<file path="src/design/hkm_pkg.sv">
// shared types, codes and helpers for the k-way heap merger
package hkm_pkg;

  // item actions carried on the input tuser
  localparam logic [1:0] ACT_LOAD  = 2'd0;
  localparam logic [1:0] ACT_START = 2'd1;
  localparam logic [1:0] ACT_NEXT  = 2'd2;
  localparam logic [1:0] ACT_EXH   = 2'd3;

  localparam int ValueW = 32;
  localparam int RunW   = 4;

  // one heap entry as held in the entry ram
  typedef struct packed {
    logic [ValueW-1:0] value;
    logic [RunW-1:0]   run;
    logic              exh;
  } entry_t;

  localparam int EntryW = ValueW + RunW + 1;

  // controller to datapath commands
  typedef struct packed {
    logic accept;      // latch the incoming item
    logic load_wr;     // append a run head
    logic start;       // enter merging, set up the build counter
    logic sift_root;   // begin a sift from the root for the latched item
    logic build_next;  // begin the next build sift
    logic rd_pos;      // read port a at the sift position
    logic take_cur;    // capture the entry being sifted
    logic cur_mod;     // apply the latched item to the captured root
    logic cmp_step;    // compare with children and write one level
    logic emit;        // load the output register
  } cmd_t;

  // datapath to controller status
  typedef struct packed {
    logic merging;
    logic can_load;
    logic all_done;
    logic k_zero;
    logic sift_end;
    logic out_free;
  } sts_t;

  // entry a orders strictly before entry b; exhausted entries sort last
  function automatic logic entry_less(entry_t a, entry_t b);
    return !a.exh && (b.exh || ($signed(a.value) < $signed(b.value)));
  endfunction

endpackage

</file>
<file path="src/design/hkm_ram.sv">
// generic ram, one write port and two registered read ports
module hkm_ram #(
  parameter int Width = 8,
  parameter int Depth = 16
) (
  input  logic                     clk_i,
  input  logic                     we_i,
  input  logic [$clog2(Depth)-1:0] waddr_i,
  input  logic [Width-1:0]         wdata_i,
  input  logic [$clog2(Depth)-1:0] raddr_a_i,
  input  logic [$clog2(Depth)-1:0] raddr_b_i,
  output logic [Width-1:0]         rdata_a_o,
  output logic [Width-1:0]         rdata_b_o
);

  logic [Width-1:0] mem [Depth];

  // write port
  always_ff @(posedge clk_i) begin
    if (we_i) begin
      mem[waddr_i] <= wdata_i;
    end
  end

  // registered reads
  always_ff @(posedge clk_i) begin
    rdata_a_o <= mem[raddr_a_i];
    rdata_b_o <= mem[raddr_b_i];
  end

endmodule

</file>
<file path="src/design/hkm_ctrl.sv">
// controller state machine of the k-way heap merger
module hkm_ctrl (
  input  logic          clk_i,
  input  logic          rst_ni,
  input  logic          s_axis_tvalid,
  output logic          s_axis_tready,
  input  logic [1:0]    s_axis_tuser,   // action
  input  hkm_pkg::sts_t sts_i,
  output hkm_pkg::cmd_t cmd_o
);

  localparam logic [2:0] ST_IDLE  = 3'd0;
  localparam logic [2:0] ST_BUILD = 3'd1;
  localparam logic [2:0] ST_FETCH = 3'd2;
  localparam logic [2:0] ST_FIRST = 3'd3;
  localparam logic [2:0] ST_READ  = 3'd4;
  localparam logic [2:0] ST_CMP   = 3'd5;
  localparam logic [2:0] ST_EMIT  = 3'd6;

  logic [2:0] state_q, state_d;
  logic       build_q, build_d;
  logic       accept;

  assign s_axis_tready = (state_q == ST_IDLE);
  assign accept        = s_axis_tvalid && s_axis_tready;

  // next state and commands
  always_comb begin
    state_d = state_q;
    build_d = build_q;
    cmd_o   = '0;
    cmd_o.accept = accept;
    unique case (state_q)
      ST_IDLE: begin
        if (accept) begin
          unique case (s_axis_tuser)
            hkm_pkg::ACT_LOAD: begin
              cmd_o.load_wr = !sts_i.merging && sts_i.can_load;
            end
            hkm_pkg::ACT_START: begin
              if (!sts_i.merging) begin
                cmd_o.start = 1'b1;
                build_d     = 1'b1;
                state_d     = ST_BUILD;
              end
            end
            default: begin
              if (sts_i.merging) begin
                if (sts_i.all_done) begin
                  state_d = ST_EMIT;
                end else begin
                  cmd_o.sift_root = 1'b1;
                  build_d         = 1'b0;
                  state_d         = ST_FETCH;
                end
              end
            end
          endcase
        end
      end
      ST_BUILD: begin
        if (sts_i.k_zero) begin
          build_d = 1'b0;
          state_d = ST_EMIT;
        end else begin
          cmd_o.build_next = 1'b1;
          state_d          = ST_FETCH;
        end
      end
      ST_FETCH: begin
        cmd_o.rd_pos = 1'b1;
        state_d      = ST_FIRST;
      end
      ST_FIRST: begin
        cmd_o.take_cur = 1'b1;
        cmd_o.cur_mod  = !build_q;
        state_d        = ST_CMP;
      end
      ST_READ: begin
        state_d = ST_CMP;
      end
      ST_CMP: begin
        cmd_o.cmp_step = 1'b1;
        if (sts_i.sift_end) begin
          state_d = build_q ? ST_BUILD : ST_EMIT;
        end else begin
          state_d = ST_READ;
        end
      end
      ST_EMIT: begin
        if (sts_i.out_free) begin
          cmd_o.emit = 1'b1;
          state_d    = ST_IDLE;
        end
      end
      default: begin
        state_d = ST_IDLE;
      end
    endcase
  end

  // state registers
  always_ff @(posedge clk_i or negedge rst_ni) begin
    if (!rst_ni) begin
      state_q <= ST_IDLE;
      build_q <= 1'b0;
    end else begin
      state_q <= state_d;
      build_q <= build_d;
    end
  end

  // a compare step always follows a read of the children
  assert property (@(posedge clk_i) disable iff (!rst_ni)
    (state_q == ST_FIRST || state_q == ST_READ) |=> (state_q == ST_CMP))
    else $error("compare step not after child read");

  // sifting never runs while an item may be taken
  assert property (@(posedge clk_i) disable iff (!rst_ni)
    cmd_o.cmp_step |-> !s_axis_tready)
    else $error("sift overlaps item acceptance");

  // a build ends in an emit once the counter runs out
  assert property (@(posedge clk_i) disable iff (!rst_ni)
    (state_q == ST_BUILD && sts_i.k_zero) |=> (state_q == ST_EMIT))
    else $error("build did not end in emit");

endmodule

</file>
<file path="src/design/hkm_dpath.sv">
// datapath of the k-way heap merger: entry ram, counters, sift unit, output register
module hkm_dpath #(
  parameter int MaxRuns = 16
) (
  input  logic          clk_i,
  input  logic          rst_ni,
  input  hkm_pkg::cmd_t cmd_i,
  output hkm_pkg::sts_t sts_o,
  input  logic [4:0]    run_count_i,
  input  logic [1:0]    s_axis_tuser,   // action
  input  logic [31:0]   s_axis_tdata,   // value
  output logic          m_axis_tvalid,
  input  logic          m_axis_tready,
  output logic [39:0]   m_axis_tdata,   // min_value, source_run, zero pad
  output logic          m_axis_tuser    // all_done
);

  localparam int IW = $clog2(MaxRuns);
  localparam int CW = $clog2(MaxRuns + 1);
  localparam int XW = IW + 2;
  localparam int LW = (CW > 5) ? CW : 5;
  localparam int EntryRamW = hkm_pkg::EntryW;

  logic [CW-1:0] loaded_q, exh_q, k_q;
  logic          merging_q;
  logic [IW-1:0] pos_q;
  logic [1:0]    act_q;
  logic [31:0]   val_q;
  hkm_pkg::entry_t cur_q, root_q;
  logic          m_valid_q;
  logic [39:0]   m_data_q;
  logic          m_done_q;

  logic [XW-1:0] left_x, right_x;
  logic          left_ok, right_ok;
  logic [EntryRamW-1:0] rd_a, rd_b;
  hkm_pkg::entry_t ent_l, ent_r, best, new_ent, taken;
  logic [1:0]    sel;
  logic          we;
  logic [IW-1:0] waddr;
  hkm_pkg::entry_t wdata;
  logic [CW+3:0] run_ext;
  logic          all_done;

  // child positions and bounds
  assign left_x   = {1'b0, pos_q, 1'b1};
  assign right_x  = left_x + XW'(1);
  assign left_ok  = left_x < XW'(loaded_q);
  assign right_ok = right_x < XW'(loaded_q);

  assign ent_l = hkm_pkg::entry_t'(rd_a);
  assign ent_r = hkm_pkg::entry_t'(rd_b);

  // pick the smallest of the sifted entry and its children, ties keep the parent
  always_comb begin
    best = cur_q;
    sel  = 2'd0;
    if (left_ok && hkm_pkg::entry_less(ent_l, cur_q)) begin
      best = ent_l;
      sel  = 2'd1;
    end
    if (right_ok && hkm_pkg::entry_less(ent_r, best)) begin
      best = ent_r;
      sel  = 2'd2;
    end
  end

  // new run head as appended by a load
  assign run_ext = {4'b0, loaded_q};
  always_comb begin
    new_ent.value = s_axis_tdata;
    new_ent.run   = run_ext[3:0];
    new_ent.exh   = 1'b0;
  end

  // entry read at the sift position, with the latched item applied for a root sift
  always_comb begin
    taken = ent_l;
    if (cmd_i.cur_mod) begin
      if (act_q == hkm_pkg::ACT_NEXT) begin
        taken.value = val_q;
      end else begin
        taken.exh = 1'b1;
      end
    end
  end

  // ram write port
  assign we    = cmd_i.load_wr || cmd_i.cmp_step;
  assign waddr = cmd_i.load_wr ? loaded_q[IW-1:0] : pos_q;
  assign wdata = cmd_i.load_wr ? new_ent : best;

  hkm_ram #(
    .Width (EntryRamW),
    .Depth (MaxRuns)
  ) u_ram (
    .clk_i     (clk_i),
    .we_i      (we),
    .waddr_i   (waddr),
    .wdata_i   (wdata),
    .raddr_a_i (cmd_i.rd_pos ? pos_q : left_x[IW-1:0]),
    .raddr_b_i (right_x[IW-1:0]),
    .rdata_a_o (rd_a),
    .rdata_b_o (rd_b)
  );

  assign all_done = exh_q >= loaded_q;

  // status
  always_comb begin
    sts_o.merging  = merging_q;
    sts_o.can_load = (LW'(loaded_q) < LW'(run_count_i)) && (loaded_q < CW'(MaxRuns));
    sts_o.all_done = all_done;
    sts_o.k_zero   = (k_q == '0);
    sts_o.sift_end = (sel == 2'd0);
    sts_o.out_free = !m_valid_q || m_axis_tready;
  end

  // counters, phase and sift position
  always_ff @(posedge clk_i or negedge rst_ni) begin
    if (!rst_ni) begin
      loaded_q  <= '0;
      exh_q     <= '0;
      k_q       <= '0;
      merging_q <= 1'b0;
      pos_q     <= '0;
    end else begin
      if (cmd_i.load_wr) begin
        loaded_q <= loaded_q + CW'(1);
      end
      if (cmd_i.start) begin
        merging_q <= 1'b1;
        exh_q     <= '0;
        k_q       <= loaded_q >> 1;
      end
      if (cmd_i.sift_root) begin
        pos_q <= '0;
        if (s_axis_tuser == hkm_pkg::ACT_EXH) begin
          exh_q <= exh_q + CW'(1);
        end
      end
      if (cmd_i.build_next) begin
        k_q   <= k_q - CW'(1);
        pos_q <= IW'(k_q - CW'(1));
      end
      if (cmd_i.cmp_step && sel != 2'd0) begin
        pos_q <= (sel == 2'd1) ? left_x[IW-1:0] : right_x[IW-1:0];
      end
    end
  end

  // latched item, sifted entry and root copy
  always_ff @(posedge clk_i) begin
    if (cmd_i.accept) begin
      act_q <= s_axis_tuser;
      val_q <= s_axis_tdata;
    end
    if (cmd_i.take_cur) begin
      cur_q <= taken;
    end
    if (we && waddr == '0) begin
      root_q <= wdata;
    end
  end

  // output register
  always_ff @(posedge clk_i or negedge rst_ni) begin
    if (!rst_ni) begin
      m_valid_q <= 1'b0;
    end else if (cmd_i.emit) begin
      m_valid_q <= 1'b1;
    end else if (m_axis_tready) begin
      m_valid_q <= 1'b0;
    end
  end

  always_ff @(posedge clk_i) begin
    if (cmd_i.emit) begin
      m_done_q <= all_done;
      if (all_done) begin
        m_data_q <= '0;
      end else begin
        m_data_q <= {4'b0, root_q.run, root_q.value};
      end
    end
  end

  assign m_axis_tvalid = m_valid_q;
  assign m_axis_tdata  = m_data_q;
  assign m_axis_tuser  = m_done_q;

  // exhausted runs never outnumber loaded ones
  assert property (@(posedge clk_i) disable iff (!rst_ni) exh_q <= loaded_q)
    else $error("exhausted count above loaded count");

  // a sift that moves goes strictly down the heap
  assert property (@(posedge clk_i) disable iff (!rst_ni)
    (cmd_i.cmp_step && sel != 2'd0) |=> (pos_q > $past(pos_q)))
    else $error("sift did not move down");

  // the heap never holds more entries than its storage
  assert property (@(posedge clk_i) disable iff (!rst_ni) loaded_q <= CW'(MaxRuns))
    else $error("loaded count beyond storage");

endmodule

</file>
<file path="src/design/heap_k_way_merger.sv">
// top level of the k-way heap merger: register port, controller and datapath
//
// Merges up to MaxRuns sorted runs through a binary min-heap held in a small ram.
// Load items (action 0) take one run head each and number runs in load order, up to
// run_count; start (action 1) builds the heap and gives the minimum; next (action 2)
// and exhausted (action 3) replace or retire the head of the run just given, and the
// new minimum follows. With every run exhausted the result carries all_done and zero
// fields. Each sift level is a child read, then a compare and write, since the ram has a
// single write port and a registered read. A start sifts each of the loaded_count/2
// inner nodes down in turn, from the last to the root. One item is worked on at a time;
// a finished result waits in an output register while the next item is taken.
module heap_k_way_merger #(
  parameter int MaxRuns = 16
) (
  input  logic        clk_i,
  input  logic        rst_ni,
  // item input
  input  logic        s_axis_tvalid,
  output logic        s_axis_tready,
  input  logic [31:0] s_axis_tdata,   // value
  input  logic [1:0]  s_axis_tuser,   // action
  // result output
  output logic        m_axis_tvalid,
  input  logic        m_axis_tready,
  output logic [39:0] m_axis_tdata,   // min_value [31:0], source_run [35:32], zero pad
  output logic        m_axis_tuser,   // all_done
  // register port
  input  logic        psel,
  input  logic        penable,
  input  logic        pwrite,
  input  logic [2:0]  paddr,
  input  logic [31:0] pwdata,
  output logic [31:0] prdata,
  output logic        pready
);

  localparam logic [0:0] REG_RUN_COUNT = 1'b0;

  logic [4:0]    run_count_q;
  hkm_pkg::cmd_t cmd;
  hkm_pkg::sts_t sts;

  // run_count register
  assign pready = 1'b1;

  always_ff @(posedge clk_i or negedge rst_ni) begin
    if (!rst_ni) begin
      run_count_q <= 5'd1;
    end else if (psel && penable && pwrite && pready && paddr[2:2] == REG_RUN_COUNT) begin
      run_count_q <= pwdata[4:0];
    end
  end

  assign prdata = (paddr[2:2] == REG_RUN_COUNT) ? {27'b0, run_count_q} : 32'b0;

  hkm_ctrl u_ctrl (
    .clk_i         (clk_i),
    .rst_ni        (rst_ni),
    .s_axis_tvalid (s_axis_tvalid),
    .s_axis_tready (s_axis_tready),
    .s_axis_tuser  (s_axis_tuser),
    .sts_i         (sts),
    .cmd_o         (cmd)
  );

  hkm_dpath #(
    .MaxRuns (MaxRuns)
  ) u_dpath (
    .clk_i         (clk_i),
    .rst_ni        (rst_ni),
    .cmd_i         (cmd),
    .sts_o         (sts),
    .run_count_i   (run_count_q),
    .s_axis_tuser  (s_axis_tuser),
    .s_axis_tdata  (s_axis_tdata),
    .m_axis_tvalid (m_axis_tvalid),
    .m_axis_tready (m_axis_tready),
    .m_axis_tdata  (m_axis_tdata),
    .m_axis_tuser  (m_axis_tuser)
  );

endmodule
</file>
<file path="config.mk">
export PLATFORM = sky130hd
export DESIGN_NAME = heap_k_way_merger
export DESIGN_NICKNAME = d
export VERILOG_FILES = /design/src/design/hkm_pkg.sv /design/src/design/hkm_ram.sv /design/src/design/hkm_ctrl.sv /design/src/design/hkm_dpath.sv /design/src/design/heap_k_way_merger.sv
export SDC_FILE = /design/constraint.sdc
export NUM_CORES = 1
export LEC_CHECK = 0
export BUFFER_PORTS_ARGS = -buffer_cell sky130_fd_sc_hd__buf_4
export CAP_MARGIN = 15
export CELL_PAD_IN_SITES_DETAIL_PLACEMENT = 1
export CELL_PAD_IN_SITES_GLOBAL_PLACEMENT = 2
export CORE_MARGIN = 2
export CORE_UTILIZATION = 47
export CTS_CLUSTER_SIZE = 10
export DETAILED_ROUTE_END_ITERATION = 16
export PLACE_DENSITY = 0.84
export SYNTH_ARGS = -nofsm -noshare
export SYNTH_HDL_FRONTEND = slang
export SYNTH_HIERARCHICAL = 1
export SYNTH_SLANG_ARGS = --single-unit
</file>
<file path="constraint.sdc">
create_clock -name clk_i -period 7.3 [get_ports clk_i]
set_clock_uncertainty 0.05 [all_clocks]
set_input_delay 0.73 -clock clk_i [delete_from_list [all_inputs] [get_ports clk_i]]
set_output_delay 0.73 -clock clk_i [all_outputs]
set_load 0.01 [all_outputs]
</file>
==> results.cfg, run 1 <==
[status]
run_status = complete, no violations

[floorplan]
die_h_um = 290
die_width_um = 290
fp-row-count = 104
num_io_pins = 152
floorplan.die_area_um2 = 84100
fp.coreArea_um2 = 80800
initial_core_utilization_pct = 47.6

[sta]
tightest_slew_ns = 1.17
period_share_pct = 93.4
timing.hold.ws_ns = 0.224
rsz_0062_raised_after_global_routing = no
timing_max_transition_violations_final = 0
setup_viol = 0
worst_slew_margin_rel_pct = 21.9
final_critical_path_setup_slack_ns = 0.478
final_critical_path_time_including_i_o_delays_and_setup_ns = 6.82
maximum_frequency_from_static_timing_analysis_ghz = 0.147
final_hold_viol_count = 0
fin_setup_tns_ns = 0

[global_routing]
grt_remaining_overflow = 0
via_count_of_the_first_global_routing_pass = 24364
antenna_violations_before_repair = 1
grt_start_max_net_pins = 153
grt_pass1_wl_um = 160000
globalRouteTotalUtil_pct = 25.7

[job]
max-cap-violations = 0

[worst_setup_path]
path_max_fanout = 42
regToRegSetupSlack_ns = 0.48
worst_ep_arrival_time_ns = 7.11
timing.setup.critical_path_class = reg -> reg
critical_path_required_ns = 7.58
worst_setup_path_start_kind = flop
worst_setup_path_end_kind = flop

[synth]
synth_edf_count = 736
synth-async-reset-ratio_pct = 3.57
synthesis.area_um2 = 38400
netlist_top_cells_area = sky130_fd_sc_hd__edfxtp_1 (57%), sky130_fd_sc_hd__mux4_2 (17%), sky130_fd_sc_hd__dfxtp_1 (3.9%)
synth.distinct_cells = 74
synth_top_cells_by_count = sky130_fd_sc_hd__edfxtp_1 (736), sky130_fd_sc_hd__mux4_2 (296), sky130_fd_sc_hd__a22oi_1 (150)
post-synth-top-area-cell = sky130_fd_sc_hd__edfxtp_1
seq_area_frac_synth_pct = 63.3
yosys_warnings = 6
synth.top_cell.area_share_pct = 57.5
synthFlopType = sky130_fd_sc_hd__edfxtp_1
synth_most_common_cell = sky130_fd_sc_hd__edfxtp_1
synth.ff_latch_count = 840
postSynthAreaPerCell_um2 = 17.2
postSynthCellCount = 2236

[route]
detail_route.iter0.violations = 2426
post_drt_wl_per_cell_um = 30.8
drc = 0
avgViaCountPerCell = 6.36
drt_pass1_iterations = 5
vias = 22212
wirelength_routed_um = 107000
drtAntennaViolNets = 0

[layout]
final_layout_size_suffix_gt1_share_pct = 27.9
area_growth_syn_to_fin_pct = 12.6
final_nets = 2513
finalInstanceArea_um2 = 43300
n_antenna_cell = 0
fill_cells = 7346

[cts]
cts_tree = yes
cts_num_sinks = 840
clock_latency_reported_for_the_late_side_of_the_worst_skew_pair_ns = 0.66
cts_root_buffer = sky130_fd_sc_hd__clkbuf_16
max-clock-path-buffers = 3
clock_tree.htree_level_count = 3
post-cts-setup-buffers = 0
tritoncts.num_buffers = 97
clkTransAtPathRegs_ns = 0.06

[placement]
port_buffers = 90
gp_congestion = 0.777
detailedPlacementHpwl_um = 60300
dp_worst_setup_slack_ns = 0.551
dpl_cell_area_um2 = 40400

[power]
irDropWorstVdd_mv = 0.301
leakage_nw = 14.9
cellPowerDensity_nw_per_um2 = 418

[hold_path]
timing.hold.worst.class = in -> reg
[layout by cell type, fill, tap and decap left out, types with 8 or more instances in the layout]
cell                          n
sky130_fd_sc_hd__a21o_1      13
sky130_fd_sc_hd__a21oi_1     67
sky130_fd_sc_hd__a22oi_1    150
sky130_fd_sc_hd__and2_1      41
sky130_fd_sc_hd__buf_12      16
sky130_fd_sc_hd__buf_4      129
sky130_fd_sc_hd__clkbuf_1    66
sky130_fd_sc_hd__clkbuf_16   99
sky130_fd_sc_hd__conb_1      33
sky130_fd_sc_hd__dfrtp_1     29
sky130_fd_sc_hd__dfxtp_1     74
sky130_fd_sc_hd__edfxtp_1   736
sky130_fd_sc_hd__ha_1        84
sky130_fd_sc_hd__inv_1       87
sky130_fd_sc_hd__mux2_2      68
sky130_fd_sc_hd__mux2i_1     38
sky130_fd_sc_hd__mux4_2     296
sky130_fd_sc_hd__nand2_1    118
sky130_fd_sc_hd__nand2b_1    18
sky130_fd_sc_hd__nand3_1     15
sky130_fd_sc_hd__nand4_1     14
sky130_fd_sc_hd__nor2_1      53
sky130_fd_sc_hd__nor2_4      15
sky130_fd_sc_hd__nor2b_1     13
sky130_fd_sc_hd__nor3_1       9
sky130_fd_sc_hd__o21ai_0     26
sky130_fd_sc_hd__o21ai_1      8
[per-layer routing]
layer	global-route usage [%]	share of wire, %	wire length, um	vias to the layer above
li1	-	-	-	9210
met1	33.6	39	41700	11797
met2	44.0	50	54200	978
met3	4.16	7.7	8300	225
met4	8.84	3.0	3200	2
met5	0	0.0093	10	-
[repair_timing]
| action | in CTS | in global routing |
|---|---|---|
| resized for setup | 0 | 0 |
| hold buffers | 1 | 0 |
| endpoints found under the hold margin | 29 | 0 |
[through the flow]
stage	power [mW]	util, %	instances
finish	18.1	53.6	3490
global route	19.0	53.6	3490
CTS	18.2	53.6	3490
detailed placement	13.7	50.0	3313
global placement	13.4	50.0	3312
floorplan	11.3	-	2266
[flip-flops by register name (all words and copies together), names as in the netlist, 32 cells and up]
signal                   flops
u_dpath/cur_q               37
u_dpath/u_ram/mem          592
u_dpath/m_axis_tdata        36
u_dpath/val_q               32
u_dpath/u_ram/rdata_b_o     37
u_dpath/u_ram/rdata_a_o     37
u_dpath/root_q              36
[critical path: stages (launching register included)]
cell                       delay (ns)
sky130_fd_sc_hd__edfxtp_1        0.46
sky130_fd_sc_hd__nand2b_1        0.25
sky130_fd_sc_hd__a31oi_1         0.18
sky130_fd_sc_hd__o311a_1         0.43
sky130_fd_sc_hd__o41ai_4         0.48
sky130_fd_sc_hd__a21oi_1         0.14
sky130_fd_sc_hd__xor2_1          0.21
sky130_fd_sc_hd__a21oi_4         0.38
sky130_fd_sc_hd__buf_12          0.28
sky130_fd_sc_hd__nor2_1          0.07
sky130_fd_sc_hd__a21oi_1         0.20
sky130_fd_sc_hd__ha_1            0.30
sky130_fd_sc_hd__nand4_1         0.15
sky130_fd_sc_hd__nor3_1          0.12
sky130_fd_sc_hd__and2_1          0.23
sky130_fd_sc_hd__a21oi_1         0.18
sky130_fd_sc_hd__o31ai_1         0.09
sky130_fd_sc_hd__buf_4           0.17
sky130_fd_sc_hd__nor4_2          0.59
sky130_fd_sc_hd__o21ai_2         0.15
sky130_fd_sc_hd__a32o_2          0.32
sky130_fd_sc_hd__a21o_4          0.24
sky130_fd_sc_hd__buf_12          0.18
sky130_fd_sc_hd__mux2i_1         0.15
sky130_fd_sc_hd__mux2_2          0.43
[worst paths after layout]
path                                             from                       to  cells after the start
setup / recovery                     u_dpath/cur_q[5]  u_dpath/u_ram/mem[4][6]                     24
hold / removal                        s_axis_tdata[1]         u_dpath/val_q[1]                      1
setup reg to reg                     u_dpath/cur_q[5]  u_dpath/u_ram/mem[4][6]                     24
hold reg to reg            u_dpath/u_ram/rdata_a_o[2]         u_dpath/cur_q[2]                      0
max in group asynchronous                      rst_ni           run_count_q[0]                      2
min in group asynchronous                      rst_ni         u_dpath/exh_q[4]                      2
[area by class of cell]
class / count / area [um2] / share of cell area, %
Inverter: 89 / 339 / 0.783
Timing Repair Buffer: 147 / 1300 / 3.01
Clock inverter: 8 / 86.3 / 0.199
Clock buffer: 168 / 2770 / 6.39
Sequential cell: 840 / 24300 / 56.2
Tap cell: 1060 / 1330 / 3.06
Multi-Input combinational cell: 1178 / 13100 / 30.4
[where the power goes]
part / internal (mW) / total (mW) / leakage [nW] / switching (mW)
registers: 6.51 / 6.84 / 7.64 / 0.332
clock network: 2.56 / 4.46 / 1.36 / 1.90
logic: 2.56 / 6.81 / 5.91 / 4.25
total: 11.6 / 18.1 / 14.9 / 6.49
[cell families (layout without fill, tap and decap cells)]
group | count (synthesis) | count (layout) | synth area share (%)
xor+xnor | 9 | 9 | 0.205
buf+inv | 248 | 412 | 3.39
compound gates | 309 | 309 | 5.57
simple gates | 341 | 341 | 4.45
other cells | 3 | 33 | 0.0293
fa+ha+maj | 84 | 84 | 2.73
flops | 840 | 840 | 63.3
mux | 402 | 402 | 20.3
Note: power is estimated with default switching activity, not from simulation.
==> inputs of run 2 (changes only) <==
==> constraint.sdc (replaced) <==
create_clock -name clk_i -period 7.3 [get_ports clk_i]
set_clock_uncertainty 0.05 [all_clocks]
set_input_delay 1.46 -clock clk_i [delete_from_list [all_inputs] [get_ports clk_i]]
set_output_delay 1.46 -clock clk_i [all_outputs]
set_load 0.01 [all_outputs]
==> results.cfg, run 2 (same netlist as run 1, synthesis figures left out) <==
[sta]
maximum_frequency_from_static_timing_analysis_ghz = 0.148
period_share_pct = 92.4
final_critical_path_time_including_i_o_delays_and_setup_ns = 6.74
final_hold_viol_count = 0
fin_setup_tns_ns = 0
tightest_slew_ns = 1.17
rsz_0062_raised_after_global_routing = no
setup_viol = 0
worst_slew_margin_rel_pct = 22.1
timing_max_transition_violations_final = 0

[power]
irDropWorstVdd_mv = 0.437
post-layout-total-power_mw = 18.2
cellPowerDensity_nw_per_um2 = 420
leakage_nw = 14.9

[layout]
fill_cells = 7358
largest_register_ffs = 592
layoutNonFillerInstCount = 3488
regMostFlops = u_dpath/u_ram/mem
layout_commonest_cell = sky130_fd_sc_hd__edfxtp_1
final_nets = 2507
area_of_the_multi_input_gates_um2 = 13100
most_frequent_cells_in_the_layout = sky130_fd_sc_hd__edfxtp_1 (736), sky130_fd_sc_hd__mux4_2 (296), sky130_fd_sc_hd__a22oi_1 (150)
n_antenna_cell = 0
final_layout_size_suffix_gt1_share_pct = 27.8
area_growth_syn_to_fin_pct = 12.8
layout.area.seq_um2 = 24300

[floorplan]
initial_core_utilization_pct = 47.6
fp-row-count = 104
num_io_pins = 152
die_h_um = 290
fp.coreArea_um2 = 80800
die_width_um = 290
floorplan.die_area_um2 = 84100

[cts]
max-clock-path-buffers = 3
ctsHoldBuffers = 0
post_cts_resized = 0
post-cts-setup-buffers = 0
clock_latency_reported_for_the_late_side_of_the_worst_skew_pair_ns = 0.66
clkTransAtPathRegs_ns = 0.06
tritoncts.num_buffers = 97
cts_tree = yes
cts_num_sinks = 840
cts_root_buffer = sky130_fd_sc_hd__clkbuf_16
clock_tree.htree_level_count = 3

[status]
run_status = complete, no violations

[worst_setup_path]
worst_ep_arrival_time_ns = 7.04
worst_r2r_startpoint = u_dpath/cur_q[5]
r2r.worst_path.cells = 23
worst_setup_path_end_kind = flop
timing.critical_path.from = u_dpath/cur_q[5]
max_stage_delay_ns = 0.61
critical_path.reg2reg.endpoint = u_dpath/u_ram/mem[1][6]
most_prevalent_standard_cell_on_the_critical_path = sky130_fd_sc_hd__a21o_1
cp_cell_sequence = nand2b_1 -> a31oi_1 -> o311a_1 -> o41ai_4 -> a21oi_1 -> xor2_1 -> a21oi_4 -> buf_12 -> a21oi_1 -> ha_1 -> a21o_1 -> a21o_1 -> a21o_1 -> a2111oi_2 -> o31ai_1 -> buf_4 -> nor4_2 -> o21ai_2 -> a32o_2 -> a21o_4 -> buf_12 -> mux2i_1 -> mux2_2
timing.setup.critical_path_class = reg -> reg
path_max_fanout = 41
worst_setup_path_start_kind = flop
timing.critical_path.slowest_stage_cell = sky130_fd_sc_hd__nor4_2
regToRegSetupSlack_ns = 0.56
critical_path_required_ns = 7.59

[placement]
port_buffers = 90
gp_congestion = 0.781
dpl.cell_count = 3308
detailedPlacementHpwl_um = 59500

[route]
drt_pass1_iterations = 5
detail_route.iter0.violations = 2232
vias = 22090
drtAntennaViolNets = 0
wirelength_routed_um = 106000
avgViaCountPerCell = 6.33
drc = 0
post_drt_wl_per_cell_um = 30.5

[global_routing]
grt_start_max_net_pins = 153
grt_pass1_wl_um = 158000
grt_remaining_overflow = 0
antenna_violations_before_repair = 0
globalRouteTotalUtil_pct = 25.4
via_count_of_the_first_global_routing_pass = 24126

[hold_path]
whs_path_depth = 0
hold_path_startpoint = u_dpath/u_ram/rdata_a_o[3]
timing.hold.worst.class = reg -> reg
hold-path-endpoint = u_dpath/cur_q[3]

[job]
max-cap-violations = 0
[run 2: cell types whose count changed in the layout (fill, tap and decap cells not counted)]
cell and change:
sky130_fd_sc_hd__bufinv_16 +2, sky130_fd_sc_hd__buf_2 -1, sky130_fd_sc_hd__clkinv_2 -2, sky130_fd_sc_hd__buf_4 -6, sky130_fd_sc_hd__clkinv_1 +3, sky130_fd_sc_hd__inv_6 +1, sky130_fd_sc_hd__nor3_2 +1, sky130_fd_sc_hd__inv_16 -3
sky130_fd_sc_hd__clkbuf_16 +2, sky130_fd_sc_hd__dlygate4sd3_1 -1, sky130_fd_sc_hd__buf_12 +2, sky130_fd_sc_hd__nor3_1 -1, sky130_fd_sc_hd__clkbuf_8 +1
[run 2: cell type report]
type | count | area share, %
multi-input cells | 1178 | 30.3
well taps | 1060 | 3.06
clock buffers | 171 | 6.53
repair buffers | 141 | 2.96
inverters | 89 | 0.782
clock inverters | 9 | 0.222
flip-flops and latches | 840 | 56.1
[run 2: power by group]
part           switching (mW)  internal (mW)
sequential              0.339           6.51
clock                    1.88           2.67
combinational            4.25           2.56
total                    6.47           11.7
[run 2: per-stage QoR]
step                      hold WS [ns]  utilization, %  cell area, um2  setup WS, ns
after floorplan                  0.358               -           38600          1.28
after global placement           0.363            50.0           40400         0.673
after detailed placement         0.367            50.0           40400         0.611
after CTS                        0.374            53.6           43400         0.573
after global routing             0.392            53.7           43400         0.232
final                            0.380            53.7           43400         0.555
[run 2: how the worst max path moves through the flow]
stage                                     end  slack, ns  depth (start not counted)
floorplan             u_dpath/u_ram/mem[0][0]       1.28                          7
global placement     u_dpath/u_ram/mem[4][11]       0.67                         25
detailed placement    u_dpath/u_ram/mem[6][6]       0.61                         25
CTS                 u_dpath/u_ram/mem[15][29]       0.57                         25
global route         u_dpath/u_ram/mem[2][11]       0.23                         25
finish                u_dpath/u_ram/mem[1][6]       0.56                         23
[run 2: routing by layer]
metal	share of wire [%]	wire length, um	global-route usage (%)	up-vias
met1	40	42600	34.3	11768
met2	50	52600	42.7	951
li1	-	-	-	9185
met5	0	0	0	-
met4	2.6	2800	7.61	0
met3	7.7	8190	4.14	186
[run 2: critical path: cells and delay by family, from the launching register on]
family / cells / cell delay, ns
mux: 2 / 0.56
fa+ha+maj: 1 / 0.20
simple gates: 2 / 0.84
flops: 1 / 0.45
buf+inv: 3 / 0.64
xor+xnor: 1 / 0.21
compound gates: 14 / 3.44
==> inputs of run 3 (changes only) <==
--- a/config.mk
+++ b/config.mk
@@ -10,10 +10,10 @@
 export CELL_PAD_IN_SITES_DETAIL_PLACEMENT = 1
 export CELL_PAD_IN_SITES_GLOBAL_PLACEMENT = 2
 export CORE_MARGIN = 2
-export CORE_UTILIZATION = 47
+export CORE_UTILIZATION = 51
 export CTS_CLUSTER_SIZE = 10
 export DETAILED_ROUTE_END_ITERATION = 16
-export PLACE_DENSITY = 0.84
+export PLACE_DENSITY = 0.9
 export SYNTH_ARGS = -nofsm -noshare
 export SYNTH_HDL_FRONTEND = slang
 export SYNTH_HIERARCHICAL = 1
==> constraint.sdc (replaced) <==
create_clock -name clk_i -period 8.5 [get_ports clk_i]
set_clock_uncertainty 0.05 [all_clocks]
set_input_delay 1.7 -clock clk_i [delete_from_list [all_inputs] [get_ports clk_i]]
set_output_delay 1.7 -clock clk_i [all_outputs]
set_load 0.01 [all_outputs]
==> results.cfg, run 3 (same netlist as run 1, synthesis figures left out) <==
[status]
run_status = complete, no violations

[sta]
period_share_pct = 91.8
fin_setup_tns_ns = 0
worst_slew_margin_rel_pct = 19.0
timing_max_transition_violations_final = 0
final_hold_viol_count = 0
rsz_0062_raised_after_global_routing = no
tightest_slew_ns = 1.21
final_critical_path_time_including_i_o_delays_and_setup_ns = 7.80
maximum_frequency_from_static_timing_analysis_ghz = 0.128
setup_viol = 0

[worst_setup_path]
regToRegSetupSlack_ns = 0.70
cp_cell_sequence = inv_1 -> ha_1 -> nand4_1 -> nor4_1 -> a21oi_1 -> xor2_1 -> a21oi_4 -> buf_4 -> buf_4 -> nor2_1 -> a21oi_1 -> ha_1 -> nand3_1 -> nor2_1 -> and2_1 -> a21oi_1 -> o31ai_1 -> buf_4 -> nor4_2 -> o21ai_2 -> a21oi_1 -> a21o_4 -> mux2i_1 -> mux2_2
most_prevalent_standard_cell_on_the_critical_path = sky130_fd_sc_hd__a21oi_1
critical_path_required_ns = 8.80
worst_setup_path_end_kind = flop
critPathTopFamily = compound AO/OA/AOI/OAI gates
path_depth = 24
worst_r2r_startpoint = u_dpath/cur_q[36]
critical_path.reg2reg.endpoint = u_dpath/u_ram/mem[15][21]
max_stage_delay_ns = 0.77
worst_ep_arrival_time_ns = 8.10
path_max_fanout = 38
timing.critical_path.from = u_dpath/cur_q[36]
worst_setup_path_start_kind = flop
endpoint_of_the_worst_setup_timing_path = u_dpath/u_ram/mem[15][21]
timing.setup.critical_path_class = reg -> reg
critical_path.n_buffers_inverters = 4
r2r.worst_path.cells = 24
timing.critical_path.slowest_stage_cell = sky130_fd_sc_hd__nor4_1

[cts]
cts_num_sinks = 840
ctsHoldBuffers = 0
clock_tree.htree_level_count = 3
clkTransAtPathRegs_ns = 0.05
cts_tree = yes
clock_latency_reported_for_the_late_side_of_the_worst_skew_pair_ns = 0.67
post_cts_resized = 0
max-clock-path-buffers = 3
post-cts-setup-buffers = 0
cts_root_buffer = sky130_fd_sc_hd__clkbuf_16
tritoncts.num_buffers = 98

[layout]
area_growth_syn_to_fin_pct = 12.0
final_layout_size_suffix_gt1_share_pct = 27.9
regMostFlops = u_dpath/u_ram/mem
most_frequent_cells_in_the_layout = sky130_fd_sc_hd__edfxtp_1 (736), sky130_fd_sc_hd__mux4_2 (296), sky130_fd_sc_hd__a22oi_1 (150)
final_nets = 2511
postLayoutCoreUtil_pct = 57.7
layout_commonest_cell = sky130_fd_sc_hd__edfxtp_1
largest_register_ffs = 592
finalInstanceArea_um2 = 43100

[floorplan]
num_io_pins = 152
initial_core_utilization_pct = 51.6
fp-row-count = 100
die_width_um = 279
die_h_um = 279
fp.coreArea_um2 = 74600
floorplan.die_area_um2 = 77600

[route]
wirelength_routed_um = 106000
drc = 0
vias = 22436
post_drt_wl_per_cell_um = 31.1
drtAntennaViolNets = 0
detail_route.iter0.violations = 2554
avgViaCountPerCell = 6.59
drt_pass1_iterations = 6

[power]
cellPowerDensity_nw_per_um2 = 362
leakage_nw = 14.9
post-layout-total-power_mw = 15.6
irDropWorstVdd_mv = 0.240

[placement]
gp_congestion = 0.771
detailedPlacementHpwl_um = 61400
port_buffers = 90
dpl_cell_area_um2 = 40100

[hold_path]
timing.hold.worst.class = reg -> reg

[global_routing]
grt_remaining_overflow = 0
via_count_of_the_first_global_routing_pass = 24285
grt_pass1_wl_um = 158000
grt_start_max_net_pins = 149
globalRouteTotalUtil_pct = 27.7
antenna_violations_before_repair = 0

[job]
max-cap-violations = 0
## run 3: cell type report
class / instances / area [um2]
clock inverters: 16 / 206
repair buffers: 144 / 1100
flip-flops and latches: 840 / 24300
diodes: 2 / 5.00
multi-input cells: 1178 / 13100
well taps: 969 / 1210
fillers: 6632 / 31500
inverters: 89 / 339
clock buffers: 165 / 2720
## run 3: worst min-delay path by stage
stage | from | endpoint | slack [ns] | cells past startpoint
after floorplan | u_dpath/u_ram/rdata_a_o[1] | u_dpath/cur_q[1] | 0.36 | 0
after global placement | u_dpath/u_ram/rdata_a_o[1] | u_dpath/cur_q[1] | 0.36 | 0
after detailed placement | u_dpath/u_ram/rdata_a_o[4] | u_dpath/cur_q[4] | 0.38 | 0
after CTS | u_dpath/u_ram/rdata_a_o[4] | u_dpath/cur_q[4] | 0.39 | 0
after global routing | u_dpath/u_ram/rdata_a_o[2] | u_dpath/cur_q[2] | 0.40 | 0
final | u_dpath/u_ram/rdata_a_o[4] | u_dpath/cur_q[4] | 0.39 | 0
## run 3: per-stage QoR
stage               cells  hold slack (ns)  setup slack, ns
floorplan            2266            0.358             2.24
global placement     3216            0.363             1.13
detailed placement   3217            0.378            0.855
CTS                  3398            0.393            0.814
global route         3401            0.402            0.435
finish               3403            0.390            0.699
## run 3: routing by layer
layer	GRT usage, %	vias up	share of wire [%]
met5	0	-	0
met4	8.46	0	3.1
met3	4.49	218	8.2
met2	47.1	1166	50
met1	37.1	11849	39
li1	-	9203	-
## run 3: power breakdown
group,switching (mW),internal [mW],total (mW)
clock network,1.66,2.24,3.91
registers,0.291,5.59,5.88
logic,3.65,2.15,5.80
